===== src/dtws_pkg.sv =====
// shared constants, request codes, state encoding and memory command structs
// for the dirty tile work stack; no dependencies
package dtws_pkg;

  localparam int MAX_TILES  = 4096;
  localparam int TILE_W     = $clog2(MAX_TILES);
  localparam int COUNT_W    = TILE_W + 1;
  localparam int DIM_W      = 7;
  localparam int WORD_W     = 64;
  localparam int BIT_W      = $clog2(WORD_W);
  localparam int ROWS       = MAX_TILES / WORD_W;
  localparam int ROW_W      = $clog2(ROWS);
  localparam int DIV_STEP_W = $clog2(TILE_W);

  typedef enum logic [1:0] {
    REQ_MARK_ONE = 2'd0,
    REQ_MARK_NBR = 2'd1,
    REQ_MARK_ALL = 2'd2,
    REQ_TAKE     = 2'd3
  } req_t;

  typedef enum logic [3:0] {
    S_CLEAR,
    S_IDLE,
    S_MARK_RD,
    S_MARK_WR,
    S_NBR,
    S_FILL,
    S_POP_LOOKUP,
    S_POP_CLEAR,
    S_DONE
  } state_t;

  // bitmap port: lookup a tile, then set or clear the bit that was looked up,
  // or fill one whole row against a tile count
  typedef struct packed {
    logic               lookup;
    logic               set;
    logic               clr;
    logic               fill;
    logic [TILE_W-1:0]  tile;
    logic [ROW_W-1:0]   row;
    logic [COUNT_W-1:0] count;
  } bmp_cmd_t;

  typedef struct packed {
    logic               rd;
    logic               wr;
    logic               fill;
    logic [TILE_W-1:0]  addr;
    logic [TILE_W-1:0]  wdata;
    logic [COUNT_W-1:0] count;
  } stk_cmd_t;

endpackage


===== src/dtws_divider.sv =====
// restoring divider, one quotient bit per cycle, splits a tile index into
// row and column; uses dtws_pkg
module dtws_divider import dtws_pkg::*; (
  input  logic              clk,
  input  logic              rst,
  input  logic              start,
  input  logic [TILE_W-1:0] dividend,
  input  logic [DIM_W-1:0]  divisor,
  output logic              busy,
  output logic [TILE_W-1:0] quotient,
  output logic [DIM_W-1:0]  remainder
);

  logic [TILE_W-1:0]     quo;
  logic [DIM_W-1:0]      rem;
  logic [DIV_STEP_W-1:0] step;
  logic [DIM_W:0]        trial;
  logic [DIM_W:0]        diff;
  logic                  ge;

  assign trial = {rem, quo[TILE_W-1]};
  assign diff  = trial - {1'b0, divisor};
  assign ge    = trial >= {1'b0, divisor};

  always_ff @(posedge clk) begin
    if (rst) begin
      busy <= 1'b0;
    end else if (start) begin
      busy <= 1'b1;
    end else if (busy && (step == DIV_STEP_W'(TILE_W - 1))) begin
      busy <= 1'b0;
    end
  end

  always_ff @(posedge clk) begin
    if (start) begin
      quo  <= dividend;
      rem  <= '0;
      step <= '0;
    end else if (busy) begin
      quo  <= {quo[TILE_W-2:0], ge};
      rem  <= ge ? diff[DIM_W-1:0] : trial[DIM_W-1:0];
      step <= step + 1'b1;
    end
  end

  assign quotient  = quo;
  assign remainder = rem;

endmodule


===== config.mk =====
export PLATFORM = sky130hd
export DESIGN_NAME = dtws_divider
export DESIGN_NICKNAME = d
export VERILOG_FILES = /design/src/dtws_pkg.sv /design/src/dtws_divider.sv
export SDC_FILE = /design/constraint.sdc
export NUM_CORES = 1
export LEC_CHECK = 0
export BUFFER_PORTS_ARGS = -buffer_cell sky130_fd_sc_hd__buf_2
export CAP_MARGIN = 15
export CORE_MARGIN = 2
export CORE_UTILIZATION = 45
export DETAILED_ROUTE_END_ITERATION = 6
export PLACE_DENSITY = 0.74
export SYNTH_ARGS = -nofsm -noshare
export SYNTH_HDL_FRONTEND = slang
export SYNTH_SLANG_ARGS = --single-unit

===== constraint.sdc =====
create_clock -name clk -period 2.5 [get_ports clk]
set_input_delay 0.375 -clock clk [delete_from_list [all_inputs] [get_ports clk]]
set_output_delay 0.375 -clock clk [all_outputs]
set_load 0.01 [all_outputs]

* Word level (Yosys, flattened, before mapping)
Cells that the tools add are included.
Word-level totals: register bits after elaboration 24, input port bits 22, output and inout port bits 20
Cells by class: add/subtract/negate cells 2, $lt $le $gt $ge 1, equal/unequal tests 1, mux-type cells 5, reduce and logical (&&, ||, !) cells 3
Operators by type and width (count):
- 12-bit 2-to-1 mux | 2
- 8-bit by 7-bit greater-or-equal comparator with 1-bit output | 1
- 7-bit 2-to-1 mux | 1
- 7-bit subtractor | 1
- 4-bit by 1-bit adder with 4-bit output, second input constant | 1
- 4-bit equality test, second input constant | 1
- 2-bit nonzero test | 2
- 1-bit 2-to-1 mux | 2
- 1-bit logical AND | 1

* Longest topological paths before layout
depth after elaboration 4, depth in mapped cells 8

* Worst setup path before layout
Ideal clock, no wire load.
path kind register to register, start reg quo[11] (netlist: quotient[11]), end reg rem[3] (netlist: remainder[3]), setup time 0.088 ns, data arrival time 2.133 ns, required time 2.412 ns, slack 0.279 ns, stages on the path, launching flop included 9, path buffers 0, clock period less this slack 2.221 ns, path through edfxtp_1 inv_1 ha_1 fa_1 nand2b_1 a211oi_4 nor3_4 or3_1 a311oi_2
On the way: longest elaborated chain between the ends 2, elaborated cells on any way between the ends 3
RTL lines:
- from (decl) | line dtws_divider.sv:14 | logic [TILE_W-1:0] quo;
- from (signal assigned) | line dtws_divider.sv:37 | quo <= dividend;
- from (signal assigned) | line dtws_divider.sv:41 | quo <= {quo[TILE_W-2:0], ge};
- 7-bit subtractor / 8-bit by 7-bit greater-or-equal comparator with 1-bit output (equally long branches) | line dtws_divider.sv:22, dtws_divider.sv:23
- 7-bit 2-to-1 mux (*) | line dtws_divider.sv:42 | rem <= ge ? diff[DIM_W-1:0] : trial[DIM_W-1:0];
- to (signal assigned) | line dtws_divider.sv:42
- to (decl) | line dtws_divider.sv:15 | logic [DIM_W-1:0] rem;
Every way passes the cells marked *; elsewhere a longest branch is shown, timed or not. A chain may end at the register's enable or synchronous reset.

* Worst setup path after layout
Same ends and word-level chain as after synthesis.

==> metrics list <==
- Outcome: finished clean
* Average routed wire per standard cell: 13.0 um
* Depth of the worst register-to-register path: 8
- For the pin with the worst max-slew slack, the measured transition is 0.773 ns.
* Number of buffers inserted for hold repair after clock tree synthesis: 0
- Synthesis inferred 24 register bits.
- Normalized max-slew margin: 48.4%
* Sequential cell area fraction in the yosys report: 42.4%
- 0 antenna diodes ended up in the layout.
- The floorplan step defined a core boundary enclosing 3030 um2.
* Power per standard cell area: 576 nW/um2
- Top-level port count: 42
* Maximum root-to-sink buffer count: 2
- RSZ-0062 raised after global routing: no
- After the first detailed-routing iteration, the DRC count stood at 31.
- The die is 60.1 um tall.
- Synthesized netlist cell count: 137
- STA classifies the critical path endpoint as a flop.
* Crit Path Max Fanout: 9
- The HPWL after detailed placement is 2170 um.
* Number of buffers added by the clock tree synthesis step: 3
* Total global routing track utilization: 17.6%
- Number of nets in the final layout: 208
- Final period demand of the worst path: 2.35 ns
- Vias/cell: 5.16
* Dpl cell area: 1650 um2
- Warnings from Yosys: 0
- The first global-routing pass estimated 4680 um of wire.
- Fraction of the cycle the final worst path needs: 94.1%
- Initial Util: 46.7%
* Share of power burned in the clock network: 21.2%
- Synthesis produced a netlist with a net count of 168.
- IR analysis of the VDD net gives a maximum drop of 0.205 mV.
- The analysis attributes to net switching a power of 301 uW.
* Worst min-delay path category: input port to flop
* Total iterations of the first detailed-routing run: 4
- Maximum clock frequency: 425 MHz
* Data arrival time at the worst-slack endpoint: 2.60 ns
- After floorplanning, the core was divided into 20 placement rows.
- Setup Buffers After CTS: 0
* Commonest cells after routing, fill and taps aside: buf_2 (41), nor2_1 (17), mux2_2 (14), dfxtp_1 (12), edfxtp_1 (12)
- Internal power: 677 uW
* Total die area: 3610 um2
- DRC violation count after routing: 0
* Number of failing setup endpoints in the final timing report: 0
* Worst Setup Start Kind: flop
* Worst-Skew Late Latency: 0.32 ns
- In this run the number of H-tree levels came out at 1.
* Switch share: 30.8%
- Per report_power, the combinational group accounts for 28.9% of the total.
* Most common library cell in the layout ignoring fill and taps: buf_2
- Cts repair resizes: 0
- The total overflow left after global routing is 0.
- Type of the worst setup path: flop to flop
- Pins Over Slew Limit: 0
- Entering global routing, the biggest net connects 28 pins.
- Number of distinct library cell variants in the gate-level netlist after synthesis: 38
- In the final timing run, aggregate negative setup slack is 0 ns.
* TritonCTS clock tree: yes
- Final hold violation count: 0
- Averaged over all synthesized cells, the footprint is 10.3 um2.
- The via count of the first global-routing pass is 1,066.
- The clock net in this run drives a total of 24 sinks.
- Detailed routing inserted a total of 1,135 vias.
* Post-Synthesis Cell Area: 1420 um2
* Residual antenna-violating net count after detailed routing: 0
- P&R area growth vs syn: 20.0%
* Clock transition at the registers of the reported paths: 0.13 ns
- Crit path required time: 2.75 ns
- Final cell area excluding filler cells: 1700 um2
- At the end of the flow the core is filled with cells to 56.1%.
- Sequential cells burn 50.0% of the power.
* Max Cap Violations: 0
* Overall routed net length: 2860 um
* Initial antenna violation count: 0
- Maximum clock skew at final layout: 0.00710 ns
- Input and output buffers added on the ports amount to 41.
- Summed over all cells, the static leakage comes to 0.000738 uW.
* Horizontal die dimension: 60.1 um
* Layout cell share with drive strength beyond 1: 38.6%
* Clock tree root driver cell: clkbuf_4
- At the end of routability-driven placement, the weighted congestion stood at 0.867.
- Min-Delay Path Depth: 2
## metrics by stage
| step | instances | setup slack (ns) | power, uW | hold WS (ns) |
|---|---|---|---|---|
| after floorplan | 137 | 0.279 | 689 | 0.447 |
| after global placement | 216 | 0.136 | 763 | 0.492 |
| after detailed placement | 216 | 0.0419 | 774 | 0.511 |
| after CTS | 220 | 0.129 | 977 | 0.187 |
| after global routing | 220 | 0.0107 | 1040 | 0.163 |
| final | 220 | 0.149 | 978 | 0.198 |
## cell families (layout without fill, tap and decap cells)
logic type / count (synthesis) / in the layout / synth area share, %
DFF: 24 / 24 / 42.4
buffers and inverters: 15 / 54 / 4.16
adders and majority gates: 9 / 9 / 8.49
muxes: 15 / 15 / 11.8
and+or+nand+nor: 51 / 51 / 19.4
xor gates and xnor gates: 4 / 4 / 2.48
AOI/OAI and AO/OA: 19 / 19 / 11.2
## final timing paths
path | end | slack, ns | from
setup / recovery | remainder[3] | 0.15 | quotient[11]
hold / removal | busy | 0.20 | rst
setup reg to reg | remainder[3] | 0.15 | quotient[11]
hold reg to reg | remainder[6] | 0.53 | remainder[6]
## power by group through the flow
stage / sequential, uW / clock, uW / combinational (uW)
after floorplan: 504 / 0 / 186
after global placement: 494 / 0 / 268
after detailed placement: 497 / 0 / 277
after CTS: 488 / 211 / 278
after global routing: 495 / 233 / 314
final: 489 / 207 / 282
## cells in the mapped netlist
master    count  area, um2
a31oi_1       1       6.26
mux2i_1       1       10.0
a21oi_1       4       20.0
xnor2_1       1       8.76
mux2_2       14        158
buf_2         2       10.0
nor2_1       17       63.8
nand2_1       9       33.8
nor2_2        1       6.26
nor3_4        1       16.3
and3b_1       1       8.76
inv_1         9       33.8
a311oi_1      3       26.3
fa_1          1       20.0
a31o_1        1       8.76
nand4_1       2       12.5
or2_2         1       6.26
or3_1         3       18.8
clkbuf_1      2       7.51
or4_1         1       7.51
nand3_2       1       10.0
nor4b_1       1       8.76
nor3b_1       2       15.0
a21boi_0      1       7.51
o31ai_1       2       15.0
nand2b_1      5       31.3
buf_1         2       7.51
nor3_1        1       5.00
dfxtp_1      12        240
edfxtp_1     12        360
a211oi_4      1       20.0
nand3_1       3       15.0
nand3b_1      2       15.0
ha_1          8        100
a211oi_1      2       15.0
o21ai_0       2       10.0
a311oi_2      2       30.0
xor2_1        3       26.3
## cell type report
cell class	instances	area, um2
clock buffer	4	36.3
fill	265	1330
inverter	9	33.8
multi-input combinational	98	767
sequential	24	601
tap	44	55.1
timing repair buffer	41	205
## state kept, by name (all words and copies together), names as in the netlist
register,cells
remainder,7
quotient,12
step,4
busy,1
## worst max-delay path, cell delays in order (launching register included)
cell,delay [ns]
edfxtp_1,0.38
inv_1,0.06
ha_1,0.20
fa_1,0.39
nand2b_4,0.18
a211oi_4,0.31
nor3_4,0.11
or3_1,0.41
a311oi_2,0.23
## layer usage
metal / wire length (um) / share of wire [%] / track usage, %
met5: 0 / 0 / 0
met4: 16 / 0.56 / 6.35
met3: 117 / 4.1 / 4.55
met2: 1380 / 48 / 28.3
met1: 1340 / 47 / 22.8
Power figures use the tool's default switching activity.
